$ cat src/sv/per_source_rate_aligned_packet_framer_unit_macros.svh
// Assertion macros shared by the packet framer RTL.
// Clocked on clk_i, disabled while rst_ni is low; needs no other file.
`ifndef PER_SOURCE_RATE_ALIGNED_PACKET_FRAMER_UNIT_MACROS_SVH
`define PER_SOURCE_RATE_ALIGNED_PACKET_FRAMER_UNIT_MACROS_SVH

// condition must hold at every edge out of reset
`define PFR_ASSERT(lbl, cond, msg) \
  lbl: assert property (@(posedge clk_i) disable iff (!rst_ni) (cond)) else $error(msg);

// antecedent implies consequent in the same cycle
`define PFR_ASSERT_IMP(lbl, ante, cons, msg) \
  lbl: assert property (@(posedge clk_i) disable iff (!rst_ni) (ante) |-> (cons)) \
    else $error(msg);

// antecedent implies consequent in the next cycle
`define PFR_ASSERT_NXT(lbl, ante, cons, msg) \
  lbl: assert property (@(posedge clk_i) disable iff (!rst_ni) (ante) |=> (cons)) \
    else $error(msg);

`endif

$ cat src/sv/pfr_pkg.sv
// Shared types, constants and the header byte selector of the packet framer.
// No dependencies.
package pfr_pkg;

  localparam int unsigned MaxSourcesDef = 16;
  localparam int unsigned HeaderBytes   = 22;
  localparam int unsigned HdrIdxW       = $clog2(HeaderBytes);
  localparam int unsigned SyncCount     = 5;
  localparam logic [7:0]  SyncByte      = 8'hAA;

  // header byte offsets
  localparam logic [HdrIdxW-1:0] FlagOff = HdrIdxW'(5);
  localparam logic [HdrIdxW-1:0] IdOff   = HdrIdxW'(6);
  localparam logic [HdrIdxW-1:0] RateOff = HdrIdxW'(10);
  localparam logic [HdrIdxW-1:0] NumOff  = HdrIdxW'(14);
  localparam logic [HdrIdxW-1:0] SizeOff = HdrIdxW'(18);

  typedef struct packed {
    logic [7:0]  data_byte;
    logic [15:0] call_records;
    logic [15:0] record_bytes;
    logic [15:0] records_per_cycle;
    logic [31:0] source_id;
    logic [3:0]  source_slot;
  } item_t;

  // counter update request, issued once per packet header
  typedef struct packed {
    logic        upd;
    logic [15:0] cnt_base;
    logic [15:0] num;
    logic [15:0] rate;
  } tbl_upd_t;

  typedef struct packed {
    logic [15:0] cnt;
    logic        seq_begin;
  } tbl_rsp_t;

  function automatic logic [7:0] word_byte(logic [31:0] w, logic [1:0] sel);
    logic [7:0] b;
    unique case (sel)
      2'd0:    b = w[7:0];
      2'd1:    b = w[15:8];
      2'd2:    b = w[23:16];
      default: b = w[31:24];
    endcase
    return b;
  endfunction

  function automatic logic [7:0] hdr_byte(logic [HdrIdxW-1:0] idx, logic [31:0] id,
                                          logic [15:0] rate, logic [15:0] num,
                                          logic [15:0] size, logic flag);
    logic [7:0] b;
    logic [HdrIdxW-1:0] off;
    off = '0;
    b   = SyncByte;
    priority if (idx < FlagOff) begin
      b = SyncByte;
    end else if (idx == FlagOff) begin
      b = {7'd0, flag};
    end else if (idx < RateOff) begin
      off = idx - IdOff;
      b   = word_byte(id, off[1:0]);
    end else if (idx < NumOff) begin
      off = idx - RateOff;
      b   = word_byte({16'd0, rate}, off[1:0]);
    end else if (idx < SizeOff) begin
      off = idx - NumOff;
      b   = word_byte({16'd0, num}, off[1:0]);
    end else begin
      off = idx - SizeOff;
      b   = word_byte({16'd0, size}, off[1:0]);
    end
    return b;
  endfunction

endpackage

$ cat src/sv/per_source_rate_aligned_packet_framer_unit.sv
// Channel   Dir  Handshake                    Payload
// s_axis    in   s_axis_tvalid/s_axis_tready  tdata: slot, id, rate, size, count, byte
// m_axis    out  m_axis_tvalid/m_axis_tready  tdata: byte; tuser: start, last; tlast
// cfg       in   cfg_we_i                     cfg_wdata_i: active source count
//
// One data byte per cycle unless the output stalls; a packet header adds 22
// bytes while the held transaction waits in the input register. Results leave
// through one output register, and an output stall stalls the input. Reset
// clears counters, marks and the call state at once; no clearing pass is needed.
// Top level of the framer: input register plus sequencer and source table.
// Depends on pfr_pkg, pfr_src_table and pfr_emit.
module per_source_rate_aligned_packet_framer_unit import pfr_pkg::*; #(
  parameter int unsigned MAX_SOURCES = MaxSourcesDef
) (
  input  logic        clk_i,
  input  logic        rst_ni,
  input  logic        cfg_we_i,
  input  logic [4:0]  cfg_wdata_i,
  input  logic        s_axis_tvalid,
  output logic        s_axis_tready,
  // [3:0] source_slot, [35:4] source_id, [51:36] records_per_cycle,
  // [67:52] record_bytes, [83:68] call_records, [91:84] data_byte
  input  logic [95:0] s_axis_tdata,
  output logic        m_axis_tvalid,
  input  logic        m_axis_tready,
  output logic [7:0]  m_axis_tdata,  // [7:0] out_byte
  output logic [1:0]  m_axis_tuser,  // [0] packet_start, [1] last
  output logic        m_axis_tlast   // call_end
);

  item_t    item_q;
  logic     item_valid_q, item_pop;
  tbl_upd_t upd;
  tbl_rsp_t rsp;

  assign s_axis_tready = !item_valid_q || item_pop;

  always_ff @(posedge clk_i or negedge rst_ni) begin
    if (!rst_ni) begin
      item_valid_q <= 1'b0;
    end else if (s_axis_tready) begin
      item_valid_q <= s_axis_tvalid;
    end
  end

  always_ff @(posedge clk_i) begin
    if (s_axis_tready && s_axis_tvalid) begin
      item_q <= item_t'(s_axis_tdata[$bits(item_t)-1:0]);
    end
  end

  pfr_src_table #(
    .MAX_SOURCES(MAX_SOURCES)
  ) u_table (
    .clk_i      (clk_i),
    .rst_ni     (rst_ni),
    .cfg_we_i   (cfg_we_i),
    .cfg_wdata_i(cfg_wdata_i),
    .slot_i     (item_q.source_slot),
    .upd_i      (upd),
    .rsp_o      (rsp)
  );

  pfr_emit u_emit (
    .clk_i        (clk_i),
    .rst_ni       (rst_ni),
    .item_valid_i (item_valid_q),
    .item_i       (item_q),
    .item_pop_o   (item_pop),
    .rsp_i        (rsp),
    .upd_o        (upd),
    .m_axis_tvalid(m_axis_tvalid),
    .m_axis_tready(m_axis_tready),
    .m_axis_tdata (m_axis_tdata),
    .m_axis_tuser (m_axis_tuser),
    .m_axis_tlast (m_axis_tlast)
  );

endmodule

$ cat src/sv/pfr_src_table.sv
// Per-source record counters, cycle-done marks, sequence-begin flag and the
// active source register. Depends on pfr_pkg.
module pfr_src_table import pfr_pkg::*; #(
  parameter int unsigned MAX_SOURCES = MaxSourcesDef
) (
  input  logic       clk_i,
  input  logic       rst_ni,
  input  logic       cfg_we_i,
  input  logic [4:0] cfg_wdata_i,
  input  logic [3:0] slot_i,
  input  tbl_upd_t   upd_i,
  output tbl_rsp_t   rsp_o
);

  localparam int unsigned SlotW = (MAX_SOURCES > 1) ? $clog2(MAX_SOURCES) : 1;

  logic [15:0]            cnt_q [MAX_SOURCES];
  logic [MAX_SOURCES-1:0] mask_q, mask_d, mask_set, act_mask;
  logic                   seq_q, all_done, wrap;
  logic [4:0]             active_q, active_d;
  logic [SlotW-1:0]       slot_idx;
  logic [16:0]            sum;

  // slot wrap to the table depth, as a small constant lookup
  always_comb begin
    slot_idx = '0;
    for (int i = 0; i < 16; i++) begin
      if (slot_i == 4'(i)) slot_idx = SlotW'(i % MAX_SOURCES);
    end
  end

  assign rsp_o.cnt       = cnt_q[slot_idx];
  assign rsp_o.seq_begin = seq_q;

  always_comb begin
    for (int i = 0; i < MAX_SOURCES; i++) begin
      act_mask[i] = (32'(active_q) > i);
      mask_set[i] = (slot_idx == SlotW'(i));
    end
  end

  assign sum      = {1'b0, upd_i.cnt_base} + {1'b0, upd_i.num};
  assign wrap     = (sum == {1'b0, upd_i.rate});
  assign mask_d   = wrap ? (mask_q | mask_set) : mask_q;
  // only active slots count toward the all-done test
  assign all_done = &(mask_d | ~act_mask);

  always_comb begin
    active_d = cfg_wdata_i;
    if (cfg_wdata_i == 5'd0) begin
      active_d = 5'd1;
    end else if (32'(cfg_wdata_i) > MAX_SOURCES) begin
      active_d = 5'(MAX_SOURCES);
    end
  end

  always_ff @(posedge clk_i or negedge rst_ni) begin
    if (!rst_ni) begin
      for (int i = 0; i < MAX_SOURCES; i++) cnt_q[i] <= '0;
      mask_q   <= '0;
      seq_q    <= 1'b1;
      active_q <= 5'd1;
    end else if (cfg_we_i) begin
      for (int i = 0; i < MAX_SOURCES; i++) cnt_q[i] <= '0;
      mask_q   <= '0;
      seq_q    <= 1'b1;
      active_q <= active_d;
    end else if (upd_i.upd) begin
      cnt_q[slot_idx] <= wrap ? 16'd0 : sum[15:0];
      mask_q          <= all_done ? '0 : mask_d;
      seq_q           <= all_done;
    end
  end

endmodule

$ cat src/sv/pfr_emit.sv
// Framing sequencer and output register: header insertion, record and call
// tracking. Depends on pfr_pkg and the assertion macro header.
`include "per_source_rate_aligned_packet_framer_unit_macros.svh"

module pfr_emit import pfr_pkg::*; (
  input  logic       clk_i,
  input  logic       rst_ni,
  input  logic       item_valid_i,
  input  item_t      item_i,
  output logic       item_pop_o,
  input  tbl_rsp_t   rsp_i,
  output tbl_upd_t   upd_o,
  output logic       m_axis_tvalid,
  input  logic       m_axis_tready,
  output logic [7:0] m_axis_tdata,  // [7:0] out_byte
  output logic [1:0] m_axis_tuser,  // [0] packet_start, [1] last
  output logic       m_axis_tlast   // call_end
);

  logic               hdr_act_q;
  logic [HdrIdxW-1:0] hdr_idx_q;
  logic [15:0]        num_q, cnt_base_q, bir_q, rlc_q, rlp_q;
  logic               flag_q;
  logic               m_valid_q, start_q, last_q, call_end_q;
  logic [7:0]         byte_q;

  logic        adv, need_hdr, rec_end, last_rec;
  logic [15:0] rate_eff, rbytes_eff, crec_eff, cnt_eff, room, rlc_eff, num_new;

  assign adv      = item_valid_i && (!m_valid_q || m_axis_tready);
  assign need_hdr = !hdr_act_q && (rlp_q == 16'd0);

  assign rate_eff   = (item_i.records_per_cycle == 16'd0) ? 16'd1 : item_i.records_per_cycle;
  assign rbytes_eff = (item_i.record_bytes == 16'd0) ? 16'd1 : item_i.record_bytes;
  assign crec_eff   = (item_i.call_records == 16'd0) ? 16'd1 : item_i.call_records;

  // counter at or past the rate restarts the cycle
  assign cnt_eff = (rsp_i.cnt >= rate_eff) ? 16'd0 : rsp_i.cnt;
  assign room    = rate_eff - cnt_eff;
  assign rlc_eff = (rlc_q == 16'd0) ? crec_eff : rlc_q;
  assign num_new = (room > rlc_eff) ? rlc_eff : room;

  assign rec_end  = ({1'b0, bir_q} + 17'd1) >= {1'b0, rbytes_eff};
  assign last_rec = (rlc_q == 16'd1);

  assign item_pop_o = adv && !need_hdr && !hdr_act_q;

  // counters are committed while the second header byte goes out
  assign upd_o.upd      = adv && hdr_act_q && (hdr_idx_q == HdrIdxW'(1));
  assign upd_o.cnt_base = cnt_base_q;
  assign upd_o.num      = num_q;
  assign upd_o.rate     = rate_eff;

  always_ff @(posedge clk_i or negedge rst_ni) begin
    if (!rst_ni) begin
      hdr_act_q  <= 1'b0;
      hdr_idx_q  <= '0;
      num_q      <= '0;
      cnt_base_q <= '0;
      flag_q     <= 1'b0;
      bir_q      <= '0;
      rlc_q      <= '0;
      rlp_q      <= '0;
      m_valid_q  <= 1'b0;
    end else begin
      if (adv) begin
        m_valid_q <= 1'b1;
      end else if (m_axis_tready) begin
        m_valid_q <= 1'b0;
      end
      if (adv) begin
        if (need_hdr) begin
          hdr_act_q  <= 1'b1;
          hdr_idx_q  <= HdrIdxW'(1);
          num_q      <= num_new;
          cnt_base_q <= cnt_eff;
          flag_q     <= rsp_i.seq_begin;
          rlc_q      <= rlc_eff;
          rlp_q      <= num_new;
          bir_q      <= '0;
        end else if (hdr_act_q) begin
          hdr_idx_q <= hdr_idx_q + HdrIdxW'(1);
          if (hdr_idx_q == HdrIdxW'(HeaderBytes - 1)) begin
            hdr_act_q <= 1'b0;
          end
        end else if (rec_end) begin
          bir_q <= '0;
          rlc_q <= rlc_q - 16'd1;
          rlp_q <= last_rec ? 16'd0 : (rlp_q - 16'd1);
        end else begin
          bir_q <= bir_q + 16'd1;
        end
      end
    end
  end

  always_ff @(posedge clk_i) begin
    if (adv) begin
      if (need_hdr) begin
        byte_q     <= SyncByte;
        start_q    <= 1'b1;
        last_q     <= 1'b0;
        call_end_q <= 1'b0;
      end else if (hdr_act_q) begin
        byte_q     <= hdr_byte(hdr_idx_q, item_i.source_id, item_i.records_per_cycle,
                               num_q, item_i.record_bytes, flag_q);
        start_q    <= 1'b0;
        last_q     <= 1'b0;
        call_end_q <= 1'b0;
      end else begin
        byte_q     <= item_i.data_byte;
        start_q    <= 1'b0;
        last_q     <= 1'b1;
        call_end_q <= rec_end && last_rec;
      end
    end
  end

  assign m_axis_tvalid = m_valid_q;
  assign m_axis_tdata  = byte_q;
  assign m_axis_tuser  = {last_q, start_q};
  assign m_axis_tlast  = call_end_q;

  `PFR_ASSERT_IMP(a_hdr_num_nonzero, hdr_act_q, num_q != 16'd0, "empty packet header")
  `PFR_ASSERT_IMP(a_pop_only_data, item_pop_o, !hdr_act_q && !need_hdr, "item popped in header")
  `PFR_ASSERT_IMP(a_start_not_last, m_valid_q && start_q, !last_q && !call_end_q,
    "packet start flagged as item end")
  `PFR_ASSERT_NXT(a_upd_commits_packet, upd_o.upd, hdr_act_q && rlp_q == num_q,
    "counter update outside header")

endmodule

$ cat config.mk
export PLATFORM = sky130hd
export DESIGN_NAME = per_source_rate_aligned_packet_framer_unit
export DESIGN_NICKNAME = d
export VERILOG_FILES = /design/src/sv/pfr_pkg.sv /design/src/sv/per_source_rate_aligned_packet_framer_unit.sv /design/src/sv/pfr_src_table.sv /design/src/sv/pfr_emit.sv
export VERILOG_INCLUDE_DIRS = /design/src /design/src/sv
export SDC_FILE = /design/constraint.sdc
export NUM_CORES = 1
export LEC_CHECK = 0
export BUFFER_PORTS_ARGS = -buffer_cell sky130_fd_sc_hd__buf_2
export CORE_UTILIZATION = 45
export CTS_CLUSTER_DIAMETER = 60
export CTS_CLUSTER_SIZE = 8
export DETAILED_ROUTE_END_ITERATION = 8
export SYNTH_ARGS = -nofsm -noshare
export SYNTH_HDL_FRONTEND = slang
export SYNTH_HIERARCHICAL = 1
export SYNTH_SLANG_ARGS = --single-unit
$ cat constraint.sdc
create_clock -name clk_i -period 23.5 [get_ports clk_i]
set_input_delay 7.05 -clock clk_i [delete_from_list [all_inputs] [get_ports clk_i]]
set_output_delay 7.05 -clock clk_i [all_outputs]
set_load 0.02 [all_outputs]
==> flow_summary.toml <==
[critical_path]
worstSetupEndpointType = "output pin"
required_ns = 16.45
cp.arrival_ns = 8.42
timing.rr.start = "item_q[1]"
reg2reg_to = "u_emit/rlp_q[6]"
r2r_cells = 28
start_kind = "input port"
r2r_setup_slack_ns = 14.41
crit_type = "input port to output pin"
cp_max_fo = 14

[logic_synthesis]
async_flop_share_pct = 78.1
avgSynthCellArea_um2 = 11.0
yosys.area.top_type_share_pct = 37.1
ys_ff_latch = 470
synth_area_leaders = "dfrtp_1 (37%), edfxtp_1 (13%), a22o_1 (7.7%), mux4_2 (7.3%), ha_1 (4.5%)"
synth_cells = 2233
ys_top_cells_by_count = "dfrtp_1 (365), nand2_1 (254), a22o_1 (216), o21ai_0 (178), clkbuf_1 (124)"
netlist.top_cell.by_area = "dfrtp_1"
synth_most_common_cell = "dfrtp_1"
yosys_warnings = 6
ys_types = 93
syn-num-nets = 2429
ys_seq_area_share_pct = 49.8
synth-edff-count = 103
syn-cell-area_um2 = 24600
synth_ff_type = "dfrtp_1"

[sta]
worst_pin_slew_ns = 1.25
finalCritPeriodShare_pct = 65.8
tns_ns = 0
timing.final.ws_setup_ns = 8.03
period_needed_ns = 15.47
fmax_ghz = 0.0646
finalHoldWorstSlack_ns = 0.476
skew_ns = 0.0464
maxSlewHeadroom_pct = 16.0
hold_violations = 0
slew_violations = 0
rsz0062_at_grt = "false"
setup_violations = 0

[global_route]
antenna_found_initial = 0
grt_pass1_vias = 19200
gr-total-overflow = 0
grt_pass1_wl_um = 116000
grt_util_all_layers_pct = 27.0
grt_max_degree = 91

[clock_tree]
clock_latency_ns = 0.62
cts_hold_buffers = 0
cts_buffers = 71
clkSinkCount = 470
clk_pin_slew_worst_paths_ns = 0.05
clk_path_buf_depth = 3
cts_max_level = 3
post_cts_buffers = 0
cts-root-buf = "clkbuf_16"
cts_resized = 0
tritoncts = "yes"

[die]
die_y_um = 236
die-area_um2 = 55700
die_w_um = 236
start_util_pct = 45.7
rows = 85
coreArea_um2 = 53900
io_pins = 119

[place]
hpwl_um = 50900
preCtsSetupSlack_ns = 8.00
place_congestion = 0.945
place_area_um2 = 25900
io_buffer_count = 114

[final_layout]
syn_to_final_growth_pct = 13.7
fillers = 4722
drive_gt1_share_pct = 16.1
fin_nets = 2516
final_area_um2 = 28000

[route]
dr_total_vias = 19000
drc = 0
wl_per_cell_um = 24.3
drtIter0Drc = 1532
postRouteAntennaNets = 0
drt_wl_total_um = 74300
dr.pass1.iters = 6
routed_via_density = 6.22

[hold_path]
worstHoldEndpoint = "u_table/cnt_q[0]"
hold_class = "flip-flop to flip-flop"
min_path_cells = 2
min_from = "u_table/cnt_q[0]"

[job]
drv_cap = 0

[run_status]
status = "finished, final reports clean"

[power]
power_density_nw_per_um2 = 71.8
leakage_nw = 12.4
ir_worst_vdd_mv = 0.0600
[layout make-up]
type	instances	area [um^2]	share of cell area (%)
well taps	696	871	3.11
clock buffers	100	1950	6.95
multi-input cells	1534	11500	40.9
flip-flops and latches	470	12300	43.8
repair buffers	172	1020	3.63
clock inverters	9	169	0.603
diodes	1	2.50	0.00893
inverters	71	267	0.951
[power by group]
group          switching, mW  leakage, nW  internal [mW]
clock network          0.378         1.02          0.586
registers             0.0185         6.05          0.859
logic                  0.113         5.29         0.0586
total                  0.509         12.4           1.50
[flip-flops by register name, indices dropped and copies added (netlist names), 5 cells and up]
register,cells
u_emit/rlc_q,16
u_emit/bir_q,16
u_emit/m_axis_tdata,8
u_emit/hdr_idx_q,5
u_emit/num_q,16
u_table/active_q,5
u_emit/cnt_base_q,16
u_table/mask_q,16
item_q,92
u_table/cnt_q,256
u_emit/rlp_q,16
[per-stage QoR]
step                power [mW]  std cells  utilization [%]
floorplan                0.991       2233                -
global placement          1.06       2943             48.0
global route              2.09       3052             52.0
CTS                       2.03       3052             52.0
detailed placement        1.06       2943             48.0
finish                    2.01       3053             52.0
[per-layer routing]
layer | vias to the layer above | track usage, % | share of wire (%)
met3 | 175 | 4.11 | 4.8
li1 | 8577 | - | -
met2 | 604 | 44.4 | 49
met5 | - | 0 | 0
met1 | 9628 | 35.6 | 43
met4 | 0 | 11.8 | 4.1
[placed cells by master (no fill, tap or decap), types with 35 or more instances in the layout]
cell and instances:
dfrtp_1 365, nand2_1 254, a22o_1 216, o21ai_0 178, buf_2 113, nor2_1 111, edfxtp_1 103, a21oi_1 103
ha_1 88, mux4_2 80, clkbuf_16 72, inv_1 69, buf_4 58, nor4_1 35, a31oi_1 35
[cell families after synthesis]
| family | synth area share, % |
|---|---|
| AOI/OAI and AO/OA | 20.2 |
| xor gates and xnor gates | 2.39 |
| adders and majority gates | 4.63 |
| buffers and inverters | 3.81 |
| DFF | 49.8 |
| muxes | 7.79 |
| and+or+nand+nor | 11.4 |
[worst max-delay path by stage]
| stage | cells past startpoint | startpoint | end | slack (ns) |
|---|---|---|---|---|
| after floorplan | 8 | m_axis_tready | s_axis_tready | 7.89 |
| after global placement | 8 | m_axis_tready | s_axis_tready | 7.98 |
| after detailed placement | 8 | m_axis_tready | s_axis_tready | 8.00 |
| after CTS | 8 | m_axis_tready | s_axis_tready | 8.00 |
| after global routing | 8 | m_axis_tready | s_axis_tready | 7.88 |
| final | 8 | m_axis_tready | s_axis_tready | 8.03 |
[critical path, stage by stage]
cell	delay [ns]
buf_2	0.07
nand2b_1	0.11
nand2_1	0.18
inv_1	0.46
nand2b_1	0.13
nor2_1	0.12
nand2b_4	0.14
buf_2	0.16
No activity file was read; power rests on OpenSTA's default activity.
